==> config.mk <==
export PLATFORM = sky130hd
export DESIGN_NAME = arp_request_responder_core
export DESIGN_NICKNAME = d
export VERILOG_FILES = /design/src/rtl/arp_rr_pkg.sv /design/src/rtl/arp_rr_rx_parser.sv /design/src/rtl/arp_rr_desc_queue.sv /design/src/rtl/arp_rr_tx_builder.sv /design/src/rtl/arp_request_responder_core.sv
export VERILOG_INCLUDE_DIRS = /design/src /design/src/rtl
export SDC_FILE = /design/constraint.sdc
export NUM_CORES = 1
export LEC_CHECK = 0
export ABC_AREA = 0
export BUFFER_PORTS_ARGS = -buffer_cell sky130_fd_sc_hd__buf_4
export CORE_ASPECT_RATIO = 0.7
export CORE_MARGIN = 4
export CORE_UTILIZATION = 45
export CTS_CLUSTER_DIAMETER = 50
export CTS_CLUSTER_SIZE = 28
export DETAILED_ROUTE_END_ITERATION = 7
export GPL_TIMING_DRIVEN = 0
export PLACE_DENSITY = 0.64
export SYNTH_ARGS = -nofsm -noshare
export SYNTH_HDL_FRONTEND = slang
export SYNTH_SLANG_ARGS = --single-unit
==> constraint.sdc <==
create_clock -name clk -period 21.5 [get_ports clk]
set_input_delay 3.225 -clock clk [delete_from_list [all_inputs] [get_ports clk]]
set_output_delay 3.225 -clock clk [all_outputs]
set_load 0.02 [all_outputs]
==> src/rtl/arp_request_responder_core_macros.svh <==
// ----------------------------------------------------------------------------
// ARP responder assertion macros
// Shared concurrent assertion forms; each expects clk and rst_n in scope.
// ----------------------------------------------------------------------------
`ifndef ARP_REQUEST_RESPONDER_CORE_MACROS_SVH
`define ARP_REQUEST_RESPONDER_CORE_MACROS_SVH

// The consequent must hold in the same cycle as the antecedent.
`define ARP_RR_ASSERT_SAME(label, ante, cons) \
    label: assert property (@(posedge clk) disable iff (!rst_n) (ante) |-> (cons)) \
        else $error("ARP responder check failed in the same cycle");

// The consequent must hold in the cycle after the antecedent.
`define ARP_RR_ASSERT_NEXT(label, ante, cons) \
    label: assert property (@(posedge clk) disable iff (!rst_n) (ante) |=> (cons)) \
        else $error("ARP responder check failed in the following cycle");

`endif

==> src/rtl/arp_rr_pkg.sv <==
// ----------------------------------------------------------------------------
// ARP responder package
// Types, frame layout offsets and codes shared by the responder modules.
// ----------------------------------------------------------------------------
package arp_rr_pkg;

    // Frame geometry: 14-byte Ethernet header followed by the 28-byte ARP body.
    localparam int FRAME_BYTES = 42;
    localparam int POS_W       = 6;
    localparam int LAST_POS    = FRAME_BYTES - 1;

    // Default depth of the reply descriptor queue.
    localparam int QUEUE_DEPTH = 2;

    // Byte offsets within the frame.
    localparam int OFF_DST_MAC = 0;
    localparam int OFF_SRC_MAC = 6;
    localparam int OFF_ETYPE   = 12;
    localparam int OFF_HW_INFO = 14;
    localparam int OFF_OPER    = 20;
    localparam int OFF_SHA     = 22;
    localparam int OFF_SPA     = 28;
    localparam int OFF_THA     = 32;
    localparam int OFF_TPA     = 38;

    localparam logic [7:0]  ETYPE_HI     = 8'h08;
    localparam logic [7:0]  ETYPE_LO     = 8'h06;
    localparam logic [15:0] OPER_REQUEST = 16'h0001;
    localparam logic [15:0] OPER_REPLY   = 16'h0002;

    // Configuration register indexes.
    localparam int CFG_INDEX_W = 2;
    typedef logic [CFG_INDEX_W-1:0] cfg_index_t;
    localparam cfg_index_t REG_OWN_IP  = 2'd0;
    localparam cfg_index_t REG_OWN_MAC = 2'd1;

    typedef logic [POS_W-1:0] pos_t;

    typedef struct packed {
        logic [7:0] rx_byte;
        logic       rx_last;
    } rx_item_t;

    typedef struct packed {
        logic [7:0] tx_byte;
        logic       tx_last;
    } tx_item_t;

    // Everything the reply needs from the request.
    typedef struct packed {
        logic [47:0] dst_mac;     // request source MAC
        logic [47:0] hw_info;     // htype, ptype, hlen, plen
        logic [47:0] target_mac;  // request sender MAC
        logic [31:0] target_ip;   // request sender IP
    } reply_desc_t;

    typedef struct packed {
        logic full;
        logic empty;
    } queue_status_t;

endpackage

==> src/rtl/arp_rr_rx_parser.sv <==
// ----------------------------------------------------------------------------
// ARP responder receive parser
// Captures the frame header byte by byte and queues a reply descriptor for
// each ARP request addressed to the configured IP.
// ----------------------------------------------------------------------------
module arp_rr_rx_parser (
    input  logic                       clk,
    input  logic                       rst_n,
    input  logic                       rx_valid,
    output logic                       rx_ready,
    input  arp_rr_pkg::rx_item_t       rx_item,
    input  logic [31:0]                own_ip,
    input  arp_rr_pkg::queue_status_t  status,
    output logic                       push,
    output arp_rr_pkg::reply_desc_t    desc
);
    import arp_rr_pkg::*;

    pos_t       pos_reg;
    pos_t       pos_next;
    logic       discard_reg;
    logic       discard_next;
    logic       accept;
    logic       at_last;
    logic       is_match;
    logic [7:0] hdr_reg [LAST_POS];

    // The final header byte needs room in the queue; every other byte does not.
    assign at_last  = (pos_reg == POS_W'(LAST_POS)) && !discard_reg;
    assign rx_ready = !(at_last && status.full);
    assign accept   = rx_valid && rx_ready;

    assign is_match = ({hdr_reg[OFF_OPER], hdr_reg[OFF_OPER+1]} == OPER_REQUEST) &&
                      ({hdr_reg[OFF_TPA], hdr_reg[OFF_TPA+1], hdr_reg[OFF_TPA+2],
                        rx_item.rx_byte} == own_ip);
    assign push     = accept && at_last && is_match;

    assign desc.dst_mac    = {hdr_reg[OFF_SRC_MAC],   hdr_reg[OFF_SRC_MAC+1],
                              hdr_reg[OFF_SRC_MAC+2], hdr_reg[OFF_SRC_MAC+3],
                              hdr_reg[OFF_SRC_MAC+4], hdr_reg[OFF_SRC_MAC+5]};
    assign desc.hw_info    = {hdr_reg[OFF_HW_INFO],   hdr_reg[OFF_HW_INFO+1],
                              hdr_reg[OFF_HW_INFO+2], hdr_reg[OFF_HW_INFO+3],
                              hdr_reg[OFF_HW_INFO+4], hdr_reg[OFF_HW_INFO+5]};
    assign desc.target_mac = {hdr_reg[OFF_SHA],   hdr_reg[OFF_SHA+1],
                              hdr_reg[OFF_SHA+2], hdr_reg[OFF_SHA+3],
                              hdr_reg[OFF_SHA+4], hdr_reg[OFF_SHA+5]};
    assign desc.target_ip  = {hdr_reg[OFF_SPA],   hdr_reg[OFF_SPA+1],
                              hdr_reg[OFF_SPA+2], hdr_reg[OFF_SPA+3]};

    always_comb
    begin
        pos_next     = pos_reg;
        discard_next = discard_reg;
        if (accept)
        begin
            priority if (discard_reg)
            begin
                discard_next = !rx_item.rx_last;
            end
            else if (at_last)
            begin
                pos_next     = '0;
                discard_next = !rx_item.rx_last;
            end
            else if (rx_item.rx_last)
            begin
                pos_next = '0;
            end
            else
            begin
                pos_next = pos_reg + POS_W'(1);
            end
        end
    end

    always_ff @(posedge clk or negedge rst_n)
    begin
        if (!rst_n)
        begin
            pos_reg     <= '0;
            discard_reg <= 1'b0;
        end
        else
        begin
            pos_reg     <= pos_next;
            discard_reg <= discard_next;
        end
    end

    // Header bytes; the last one is compared on the fly and never stored.
    always_ff @(posedge clk)
    begin
        for (int i = 0; i < LAST_POS; i++)
        begin
            if (accept && !discard_reg && (pos_reg == POS_W'(i)))
            begin
                hdr_reg[i] <= rx_item.rx_byte;
            end
        end
    end

endmodule

==> src/rtl/arp_rr_desc_queue.sv <==
// ----------------------------------------------------------------------------
// ARP responder descriptor queue
// Small first-in first-out store of reply descriptors between the parser and
// the transmit builder. Depth must be at least two.
// ----------------------------------------------------------------------------
module arp_rr_desc_queue #(
    parameter int Depth = arp_rr_pkg::QUEUE_DEPTH
) (
    input  logic                       clk,
    input  logic                       rst_n,
    input  logic                       push,
    input  arp_rr_pkg::reply_desc_t    push_desc,
    input  logic                       pop,
    output arp_rr_pkg::reply_desc_t    head_desc,
    output arp_rr_pkg::queue_status_t  status
);
    import arp_rr_pkg::*;

    localparam int PtrW = $clog2(Depth);
    localparam int CntW = $clog2(Depth + 1);

    reply_desc_t     entry_reg [Depth];
    logic [PtrW-1:0] wr_ptr_reg;
    logic [PtrW-1:0] wr_ptr_next;
    logic [PtrW-1:0] rd_ptr_reg;
    logic [PtrW-1:0] rd_ptr_next;
    logic [CntW-1:0] count_reg;
    logic [CntW-1:0] count_next;

    assign status.full  = (count_reg == CntW'(Depth));
    assign status.empty = (count_reg == '0);
    assign head_desc    = entry_reg[rd_ptr_reg];

    always_comb
    begin
        wr_ptr_next = wr_ptr_reg;
        rd_ptr_next = rd_ptr_reg;
        count_next  = count_reg;
        if (push)
        begin
            wr_ptr_next = (wr_ptr_reg == PtrW'(Depth - 1)) ? '0 : wr_ptr_reg + PtrW'(1);
        end
        if (pop)
        begin
            rd_ptr_next = (rd_ptr_reg == PtrW'(Depth - 1)) ? '0 : rd_ptr_reg + PtrW'(1);
        end
        unique case ({push, pop})
            2'b10:   count_next = count_reg + CntW'(1);
            2'b01:   count_next = count_reg - CntW'(1);
            default: count_next = count_reg;
        endcase
    end

    always_ff @(posedge clk or negedge rst_n)
    begin
        if (!rst_n)
        begin
            wr_ptr_reg <= '0;
            rd_ptr_reg <= '0;
            count_reg  <= '0;
        end
        else
        begin
            wr_ptr_reg <= wr_ptr_next;
            rd_ptr_reg <= rd_ptr_next;
            count_reg  <= count_next;
        end
    end

    always_ff @(posedge clk)
    begin
        if (push)
        begin
            entry_reg[wr_ptr_reg] <= push_desc;
        end
    end

endmodule

==> src/rtl/arp_rr_tx_builder.sv <==
// ----------------------------------------------------------------------------
// ARP responder transmit builder
// Serialises the 42-byte reply for the descriptor at the head of the queue
// into a registered output stage.
// ----------------------------------------------------------------------------
module arp_rr_tx_builder (
    input  logic                       clk,
    input  logic                       rst_n,
    input  arp_rr_pkg::reply_desc_t    head_desc,
    input  arp_rr_pkg::queue_status_t  status,
    input  logic [31:0]                own_ip,
    input  logic [47:0]                own_mac,
    output logic                       pop,
    output logic                       tx_valid,
    input  logic                       tx_ready,
    output arp_rr_pkg::tx_item_t       tx_item
);
    import arp_rr_pkg::*;

    // Byte k of a six-byte field, most significant byte first.
    function automatic logic [7:0] mac_byte(input logic [47:0] f, input logic [2:0] k);
        logic [7:0] b;
        b = 8'h00;
        for (int i = 0; i < 6; i++)
        begin
            if (k == 3'(i))
            begin
                b = f[8*(5-i) +: 8];
            end
        end
        return b;
    endfunction

    // Byte k of a four-byte field, most significant byte first.
    function automatic logic [7:0] ip_byte(input logic [31:0] f, input logic [1:0] k);
        return f[8*(3 - int'(k)) +: 8];
    endfunction

    pos_t       idx_reg;
    pos_t       idx_next;
    logic       valid_reg;
    logic       valid_next;
    tx_item_t   item_reg;
    logic       load;
    logic       is_last;
    logic [7:0] byte_sel;

    assign load     = !status.empty && (!valid_reg || tx_ready);
    assign is_last  = (idx_reg == POS_W'(LAST_POS));
    assign pop      = load && is_last;
    assign tx_valid = valid_reg;
    assign tx_item  = item_reg;

    always_comb
    begin
        priority if (idx_reg < POS_W'(OFF_SRC_MAC))
            byte_sel = mac_byte(head_desc.dst_mac, 3'(idx_reg - POS_W'(OFF_DST_MAC)));
        else if (idx_reg < POS_W'(OFF_ETYPE))
            byte_sel = mac_byte(own_mac, 3'(idx_reg - POS_W'(OFF_SRC_MAC)));
        else if (idx_reg == POS_W'(OFF_ETYPE))
            byte_sel = ETYPE_HI;
        else if (idx_reg < POS_W'(OFF_HW_INFO))
            byte_sel = ETYPE_LO;
        else if (idx_reg < POS_W'(OFF_OPER))
            byte_sel = mac_byte(head_desc.hw_info, 3'(idx_reg - POS_W'(OFF_HW_INFO)));
        else if (idx_reg == POS_W'(OFF_OPER))
            byte_sel = OPER_REPLY[15:8];
        else if (idx_reg < POS_W'(OFF_SHA))
            byte_sel = OPER_REPLY[7:0];
        else if (idx_reg < POS_W'(OFF_SPA))
            byte_sel = mac_byte(own_mac, 3'(idx_reg - POS_W'(OFF_SHA)));
        else if (idx_reg < POS_W'(OFF_THA))
            byte_sel = ip_byte(own_ip, 2'(idx_reg - POS_W'(OFF_SPA)));
        else if (idx_reg < POS_W'(OFF_TPA))
            byte_sel = mac_byte(head_desc.target_mac, 3'(idx_reg - POS_W'(OFF_THA)));
        else
            byte_sel = ip_byte(head_desc.target_ip, 2'(idx_reg - POS_W'(OFF_TPA)));
    end

    always_comb
    begin
        idx_next   = idx_reg;
        valid_next = valid_reg;
        if (load)
        begin
            idx_next   = is_last ? '0 : idx_reg + POS_W'(1);
            valid_next = 1'b1;
        end
        else if (tx_ready)
        begin
            valid_next = 1'b0;
        end
    end

    always_ff @(posedge clk or negedge rst_n)
    begin
        if (!rst_n)
        begin
            idx_reg   <= '0;
            valid_reg <= 1'b0;
        end
        else
        begin
            idx_reg   <= idx_next;
            valid_reg <= valid_next;
        end
    end

    always_ff @(posedge clk)
    begin
        if (load)
        begin
            item_reg.tx_byte <= byte_sel;
            item_reg.tx_last <= is_last;
        end
    end

endmodule

==> src/rtl/arp_request_responder_core.sv <==
// ----------------------------------------------------------------------------
// ARP request responder core
// Answers Ethernet ARP requests for the configured IPv4 address with a
// 42-byte ARP reply carrying the configured MAC address.
// ----------------------------------------------------------------------------
// Usage notes.
// Frames enter one byte per transaction on the rx channel, with rx_last set
// on the final byte; one byte may be accepted in every cycle while rx_ready
// is high. The first 42 bytes are taken as the Ethernet header and ARP body;
// padding after them is dropped, as is any frame that ends before its 42nd
// byte. When the 42nd byte completes a request (operation 1) whose target IP
// equals the own IP register, a reply descriptor enters a queue of QueueDepth
// entries. The transmit builder drains it: once the descriptor has been
// written into the queue, the builder loads the first reply byte into the
// output register and offers it; the reply then goes out one byte per cycle
// while tx_ready is high, set by the single byte-wide output register.
// A stall on the tx channel holds the registered byte and pauses the builder
// only; the parser keeps accepting bytes until the queue is full and a
// further 42nd header byte arrives, which is then held off with rx_ready low
// until the builder has loaded the final byte of the oldest reply.
// Registers are written over the cfg channel, which is always ready; index 0
// is the own IP and index 1 the own MAC, other indexes are ignored. Write
// them only while the block is idle. Reset clears both registers, empties
// the queue and restarts frame parsing at the first byte.
// ----------------------------------------------------------------------------
`include "arp_request_responder_core_macros.svh"

module arp_request_responder_core #(
    parameter int QueueDepth = arp_rr_pkg::QUEUE_DEPTH
) (
    input  logic                     clk,
    input  logic                     rst_n,
    input  logic                     rx_valid,
    output logic                     rx_ready,
    input  arp_rr_pkg::rx_item_t     rx_item,
    output logic                     tx_valid,
    input  logic                     tx_ready,
    output arp_rr_pkg::tx_item_t     tx_item,
    input  logic                     cfg_valid,
    output logic                     cfg_ready,
    input  arp_rr_pkg::cfg_index_t   cfg_index,
    input  logic [47:0]              cfg_data
);
    import arp_rr_pkg::*;

    logic [31:0]   own_ip_reg;
    logic [31:0]   own_ip_next;
    logic [47:0]   own_mac_reg;
    logic [47:0]   own_mac_next;
    logic          push;
    logic          pop;
    reply_desc_t   push_desc;
    reply_desc_t   head_desc;
    queue_status_t status;

    // The configuration registers take a write in every cycle.
    assign cfg_ready = 1'b1;

    always_comb
    begin
        own_ip_next  = own_ip_reg;
        own_mac_next = own_mac_reg;
        if (cfg_valid && cfg_ready)
        begin
            unique case (cfg_index)
                REG_OWN_IP:  own_ip_next  = cfg_data[31:0];
                REG_OWN_MAC: own_mac_next = cfg_data;
                default:     ;
            endcase
        end
    end

    always_ff @(posedge clk or negedge rst_n)
    begin
        if (!rst_n)
        begin
            own_ip_reg  <= '0;
            own_mac_reg <= '0;
        end
        else
        begin
            own_ip_reg  <= own_ip_next;
            own_mac_reg <= own_mac_next;
        end
    end

    // Front end: header capture and request matching.
    arp_rr_rx_parser u_rx_parser (
        .clk      (clk),
        .rst_n    (rst_n),
        .rx_valid (rx_valid),
        .rx_ready (rx_ready),
        .rx_item  (rx_item),
        .own_ip   (own_ip_reg),
        .status   (status),
        .push     (push),
        .desc     (push_desc)
    );

    // Queue of pending replies between the two halves.
    arp_rr_desc_queue #(
        .Depth (QueueDepth)
    ) u_desc_queue (
        .clk       (clk),
        .rst_n     (rst_n),
        .push      (push),
        .push_desc (push_desc),
        .pop       (pop),
        .head_desc (head_desc),
        .status    (status)
    );

    // Back end: reply serialisation.
    arp_rr_tx_builder u_tx_builder (
        .clk       (clk),
        .rst_n     (rst_n),
        .head_desc (head_desc),
        .status    (status),
        .own_ip    (own_ip_reg),
        .own_mac   (own_mac_reg),
        .pop       (pop),
        .tx_valid  (tx_valid),
        .tx_ready  (tx_ready),
        .tx_item   (tx_item)
    );

    // The parser must never queue a reply into a full queue.
    `ARP_RR_ASSERT_SAME(a_no_overflow, push, !status.full)
    // The builder must never release a descriptor that is not there.
    `ARP_RR_ASSERT_SAME(a_no_underflow, pop, !status.empty)
    // Input back-pressure only ever comes from a full queue.
    `ARP_RR_ASSERT_SAME(a_stall_cause, !rx_ready, status.full)
    // A reply queued into an idle back end is offered once loaded.
    `ARP_RR_ASSERT_NEXT(a_reply_starts, push && status.empty && !tx_valid, ##1 tx_valid)

endmodule

======== Word level (Yosys, flattened, before mapping) ========
Memories as Yosys holds them, arrays and structs flattened.
Index checks and enable logic that the tools add are counted.
storage, ports and cells
  register bits after elaboration ......... 107
  bits in latches ......................... 0
  memory bits (writable) .................. 680
  ROM bits ................................ 0
  logic and storage cells ................. 476
  memories kept ........................... 2
memory list
  name                    depth  width  read ports  clocked after Yosys merged registers in  wr ports  RTL line                 RTL
  u_desc_queue.entry_reg  2      176    1           0                                        1         arp_rr_desc_queue.sv:22  reply_desc_t entry_reg [Depth];
  u_rx_parser.hdr_reg     41     8      27          0                                        1         arp_rr_rx_parser.sv:26   logic [7:0] hdr_reg [LAST_POS];
cells by class
  add/sub/neg operators ................... 14
  multipliers ............................. 0
  divide/modulo/power cells ............... 0
  $lt $le $gt $ge ......................... 8
  equality and inequality tests ........... 75
  shift-type cells ........................ 2
  mux-type cells .......................... 254
  bitwise logic cells ..................... 1
  reduce and logical (&&, ||, !) cells .... 109
operators with widths
  cell                                                                          number
  8-bit two-way mux                                                             80
  8-bit OR reduction                                                            40
  6-bit two-way mux                                                             43
  1-bit two-way mux                                                             130
  6-bit by 5-bit == test with 1-bit output, second input constant               17
  6-bit == test, second input constant                                          11
  32-bit by 32-bit indexed part select with 8-bit output                        2
  6-bit by 4-bit == test with 1-bit output, second input constant               9
  1-bit logical AND                                                             50
  32-bit == test                                                                1
  3-bit by 2-bit == test with 1-bit output, second input constant               10
  3-bit == test, second input constant                                          10
  6-bit by 3-bit == test with 1-bit output, second input constant               4
  6-bit by 5-bit less-than comparator with 1-bit output, second input constant  3
  16-bit by 1-bit == test with 1-bit output, second input constant              1
  3-bit by 1-bit == test with 1-bit output, second input constant               5
  3-bit logical NOT                                                             5
  6-bit by 1-bit adder with 6-bit output, second input constant                 2
  6-bit by 2-bit == test with 1-bit output, second input constant               2
  6-bit by 4-bit less-than comparator with 1-bit output, second input constant  2
  6-bit less-than comparator, second input constant                             2
  3-bit subtractor, second input constant                                       3
  6-bit by 1-bit == test with 1-bit output, second input constant               1
  6-bit logical NOT                                                             1
  16 further kinds                                                              29

======== Depth between registers and ports, before layout ========
  depth in word-level cells ............... 50
  gate-level depth with buffers ........... 13

======== Cells and area by module ========
From an unflattened synthesis, not the netlist that was laid out.
unflattened totals
  cell total of the unflattened synthesis .. 1,529
  area total of the unflattened synthesis .. 27,320.0 um2
by module, submodules not included
  module                      instances  cells each  area an instance (um2)
  arp_rr_desc_queue           1          564         13,424.1
  arp_rr_rx_parser            1          364         7,589.8
  arp_rr_tx_builder           1          429         3,224.3
  arp_request_responder_core  1          172         3,081.7

======== Worst setup path before layout ========
OpenSTA, ideal clock, no wires.
  path type ............................... input to register
  start point ............................. input port rx_item[6] (netlist name)
  end point ............................... memory u_desc_queue.entry_reg[0][0] (netlist name), enable pin
  setup time .............................. 0.715 ns
  arrival ................................. 11.340 ns
  path slack .............................. 9.444 ns
  stages .................................. 6
  path buffers ............................ 0
  path through ............................ xor2_1 -> nor4_1 -> nand4_1 -> nor3_1 -> nand3_1 -> nor2_1
between the ends
  longest elaborated chain between the ends .. 5
ends and longest elaborated chain
  element                                  RTL line                          RTL
  start: declaration                       arp_request_responder_core.sv:35  input arp_rr_pkg::rx_item_t rx_item,
  32-bit == test                           arp_rr_rx_parser.sv:35            rx_item.rx_byte} == own_ip);
  1-bit logical AND                        arp_rr_rx_parser.sv:33            assign is_match = ({hdr_reg[OFF_OPER], hdr_reg[OFF_OPER+1]} == OPER_REQUEST) &&
  1-bit logical AND                        arp_rr_rx_parser.sv:36            assign push = accept && at_last && is_match;
  1-bit two-way mux                        arp_rr_desc_queue.sv:72           if (push)
  1-bit two-way mux (implied by the code)  arp_rr_desc_queue.sv:74           entry_reg[wr_ptr_reg] <= push_desc;
  end: declaration                         arp_rr_desc_queue.sv:22
No other way between the ends.

======== Worst setup path after layout ========
  start point ............................. input port rx_item[3] (netlist name)
  end point ............................... memory u_desc_queue.entry_reg[1][155] (netlist name), enable pin
Same word-level chain as after synthesis.

==> results.md <==
- Synthesized cell area: 26430 sq um
- Critical path type: input port to flop
- Leading area contributor after synthesis: edfxtp_1
- Highest Clock Rate: 0.1637 GHz
- Final global-route overflow total: 0
- Clock sinks: 675
- Slew margin rel.: 0.1549
- Pins Over Slew Limit: 0
- Cell Pwr Density: 84.91 nW/um^2
- Element type at the critical path end: flop
- CP Launch Type: input port
- Min Hold Slack: 0.4336 ns
- Pre-antenna DRT Iters: 5
- Reg-to-Reg Start: u_tx_builder.idx_reg[1]$_DFFE_PN0P_
- Via Count: 14550
- Initial antenna violation count: 1
- Die H: 210.7 microns
- Nets: 1719
- ANT nets after route: 0
- #FFs+latches synth: 675
- Min Tclk post-route: 6.110 ns
- Root Buffer: clkbuf_16
- Hold crit path type: flop to flop
- H-tree Lvls: 2
- Row count: 74
- Num ports: 76
- Initial cell density of the core: 0.4537
- Peak VDD IR: 0.05988 mV
- Critical Path RT: 21.78 ns
- Fill count: 4684
- Post-CTS Hold Buffers: 0
- Net Count, Synth: 1582
- Pint: 1.952 mW
- Status: completed
- Total die area: 62730 sq um
- Leakage: 9.827 nW
- Pwr Total: 2.544 mW
- Area grow syn2layout: 13.39%
- RSZ-0062 raised after global routing: false
- Cell area after layout: 29960 sq um
- Comb power frac: 0.041
- Register area share after synthesis: 0.7485
- Total wire length: 71.56 mm
- Sequential fraction of design power: 0.579
- Dpl ws: 14.79 ns
- Synth top area share: 0.6557
- Main area contributors after synthesis: edfxtp_1 66%, dfrtp_1 9.3%, mux2i_1 4.6%, mux2_2 4.0%, mux4_2 1.4%
- Global-route wire length before repair: 101.3 mm
- Switching Fraction: 0.2329
- Critical R2R Capture: u_tx_builder.tx_item[8]$_DFFE_PP_
- Final setup margin: 15.39 ns
- Avg WL per Cell: 29.34 microns
- Clock buffer count from CTS: 43
- Resize count post-CTS: 0
- Critical path arrival: 6.39 ns
- Clk pwr share: 0.380
- Skew-Pair Late Insertion Delay: 0.58 ns
- DRC violations left: 0
- Syn Area/Cell: 17.54 sq um
- Sw power: 0.5926 mW
- DP HPWL: 49.63 mm
- Post-synth top flop: edfxtp_1
- IO Port Bufs: 74
- Setup crit end: u_desc_queue.entry_reg[1][155]$_DFFE_PP_
- # Post-CTS Setup Buffers: 0
- Final Util: 0.5145
- Hold Violations, Final: 0
- Max reg flops: 352
- Cells after synthesis: 1507
- Vias/cell: 5.966
- Clk slew on worst S/H paths: 0.10 ns
- Iter 0 DRT Violations: 1852
- Post-placement cell area: 28270 sq um
- Fraction of layout cells with a size suffix above 1: 0.2080
- GRT Overall Usage: 0.2252
- Reg2Reg Depth: 11
- Synth cell types: 74
- Worst setup startpoint: rx_item[3]
- Post-synth EDFFs: 577
- Ys Warns: 0
- FF-to-FF setup slack: 17.07 ns
- Die Width: 297.6 microns
- Slew @ Worst Pin: 1.263 ns
- Setup TNS: 0 ns
- CTS tree: done
- Largest net degree at the start of global routing: 99
- Cell count after placement: 2358
- Post-route insts no fill: 2439
- Max_cap viols: 0
- Final GP Congestion: 0.9527
- Vias in the first global route: 14230
- Final worst-path cycle share: 0.2842
- Async set-reset flop share out of synthesis: 0.1452
- CP Max Fanout: 28
- Core ar.: 58240 sq um
- Clock Skew: 0.03002 ns
- Final setup viols: 0
- Clock buffer depth: 3
## worst min-delay path by stage
stage | start | end | slack (ns) | depth (start not counted)
2_1_floorplan | u_rx_parser.hdr_reg[15][8]$_DFFE_PP_ | u_desc_queue.entry_reg[0][0]$_DFFE_PP_ | 0.42 | 0
3_3_place_gp | u_rx_parser.hdr_reg[5][7]$_DFFE_PP_ | u_desc_queue.entry_reg[0][143]$_DFFE_PP_ | 0.42 | 0
3_5_place_dp | u_rx_parser.hdr_reg[3][15]$_DFFE_PP_ | u_desc_queue.entry_reg[1][167]$_DFFE_PP_ | 0.43 | 0
4_1_cts | u_rx_parser.hdr_reg[9][1]$_DFFE_PP_ | u_desc_queue.entry_reg[0][89]$_DFFE_PP_ | 0.42 | 0
5_1_grt | u_rx_parser.hdr_reg[9][1]$_DFFE_PP_ | u_desc_queue.entry_reg[0][89]$_DFFE_PP_ | 0.43 | 0
6_report | u_rx_parser.hdr_reg[9][1]$_DFFE_PP_ | u_desc_queue.entry_reg[0][89]$_DFFE_PP_ | 0.43 | 0
## power groups by stage
| stage | logic, mW | registers [mW] | clock network (mW) |
|---|---|---|---|
| 4_1_cts | 0.103 | 1.47 | 0.986 |
| 6_report | 0.105 | 1.47 | 0.968 |
| 3_3_place_gp | 0.0999 | 1.50 | 0 |
| 3_5_place_dp | 0.103 | 1.50 | 0 |
| 5_1_grt | 0.112 | 1.47 | 1.04 |
| 2_1_floorplan | 0.0600 | 1.48 | 0 |
## Yosys cell counts (all sizes together), types with 7 or more instances
cell type and instances:
edfxtp 577, mux2i 121, mux2 108, dfrtp 98
nor2 57, a21oi 56, buf 48, o21ai 41
nand2 34, o22ai 32, clkbuf 27, mux4 24
xnor2 20, nand2b 18, xor2 18, inv 16
nand3 14, nor4 13, o211ai 13, a22oi 12
a221oi 11, and2 11, ha 11, nor3 11
nor2b 9, o221ai 9, a221o 8, and3 7
nand4 7
## cell type report
cell class / instances / area (sq um) / share of cell area
Antenna cell: 1 / 2.502 / 0.00008352
Buffer: 75 / 459.2 / 0.01533
Clock buffer: 45 / 1126 / 0.03758
Clock inverter: 34 / 526.8 / 0.01758
Inverter: 16 / 60.06 / 0.002004
Multi-Input combinational cell: 741 / 6178 / 0.2062
Sequential cell: 675 / 19780 / 0.6601
Tap cell: 760 / 950.9 / 0.03174
Timing Repair Buffer: 92 / 879.6 / 0.02936
## kinds of logic (layout without fill, tap and decap cells)
group | Yosys count | after routing | share of synthesized area
muxes | 253 | 253 | 0.1139
and+or+nand+nor | 205 | 205 | 0.04029
xor gates and xnor gates | 38 | 38 | 0.01259
AOI/OAI and AO/OA | 233 | 233 | 0.05976
other | 1 | 2 | 0.0001419
DFF | 675 | 675 | 0.7485
adders and majority gates | 11 | 11 | 0.005208
buffers and inverters | 91 | 262 | 0.01965
## layer usage
metal  share of wire  track usage  up-vias
li1                -            -     6205
met1            0.46       0.3635     7577
met2            0.41       0.3050      698
met3            0.12      0.06411       72
met4           0.015      0.03908        0
met5               0            0        -
## layout by cell type (no fill, tap or decap), types with 12 or more instances in the layout
cell / netlist / final
nand3_1: 14 / 14
o22ai_1: 31 / 31
nor2_1: 56 / 54
buf_12: 0 / 12
nand2b_1: 18 / 18
clkbuf_16: 0 / 45
o21ai_0: 35 / 35
nor4_1: 13 / 12
buf_6: 14 / 19
xnor2_1: 20 / 20
edfxtp_1: 577 / 577
o211ai_1: 13 / 13
buf_2: 22 / 22
dfrtp_1: 98 / 98
inv_1: 15 / 15
a21oi_1: 54 / 54
clkbuf_1: 27 / 27
mux2_2: 94 / 94
buf_4: 9 / 83
mux2i_1: 121 / 121
mux4_2: 16 / 16
xor2_1: 18 / 18
nand2_1: 34 / 34
## worst max-delay path, cell delays in order
cell and delay, ns:
buf_4 0.44, xor2_1 0.17, nor4_1 0.26, nand4_1 0.14
nor3_1 0.20, nand3_1 0.33, nor2_4 0.57, buf_12 0.27
buf_12 0.23, buf_12 0.25, buf_12 0.23
Power figures use the tool's default switching activity.
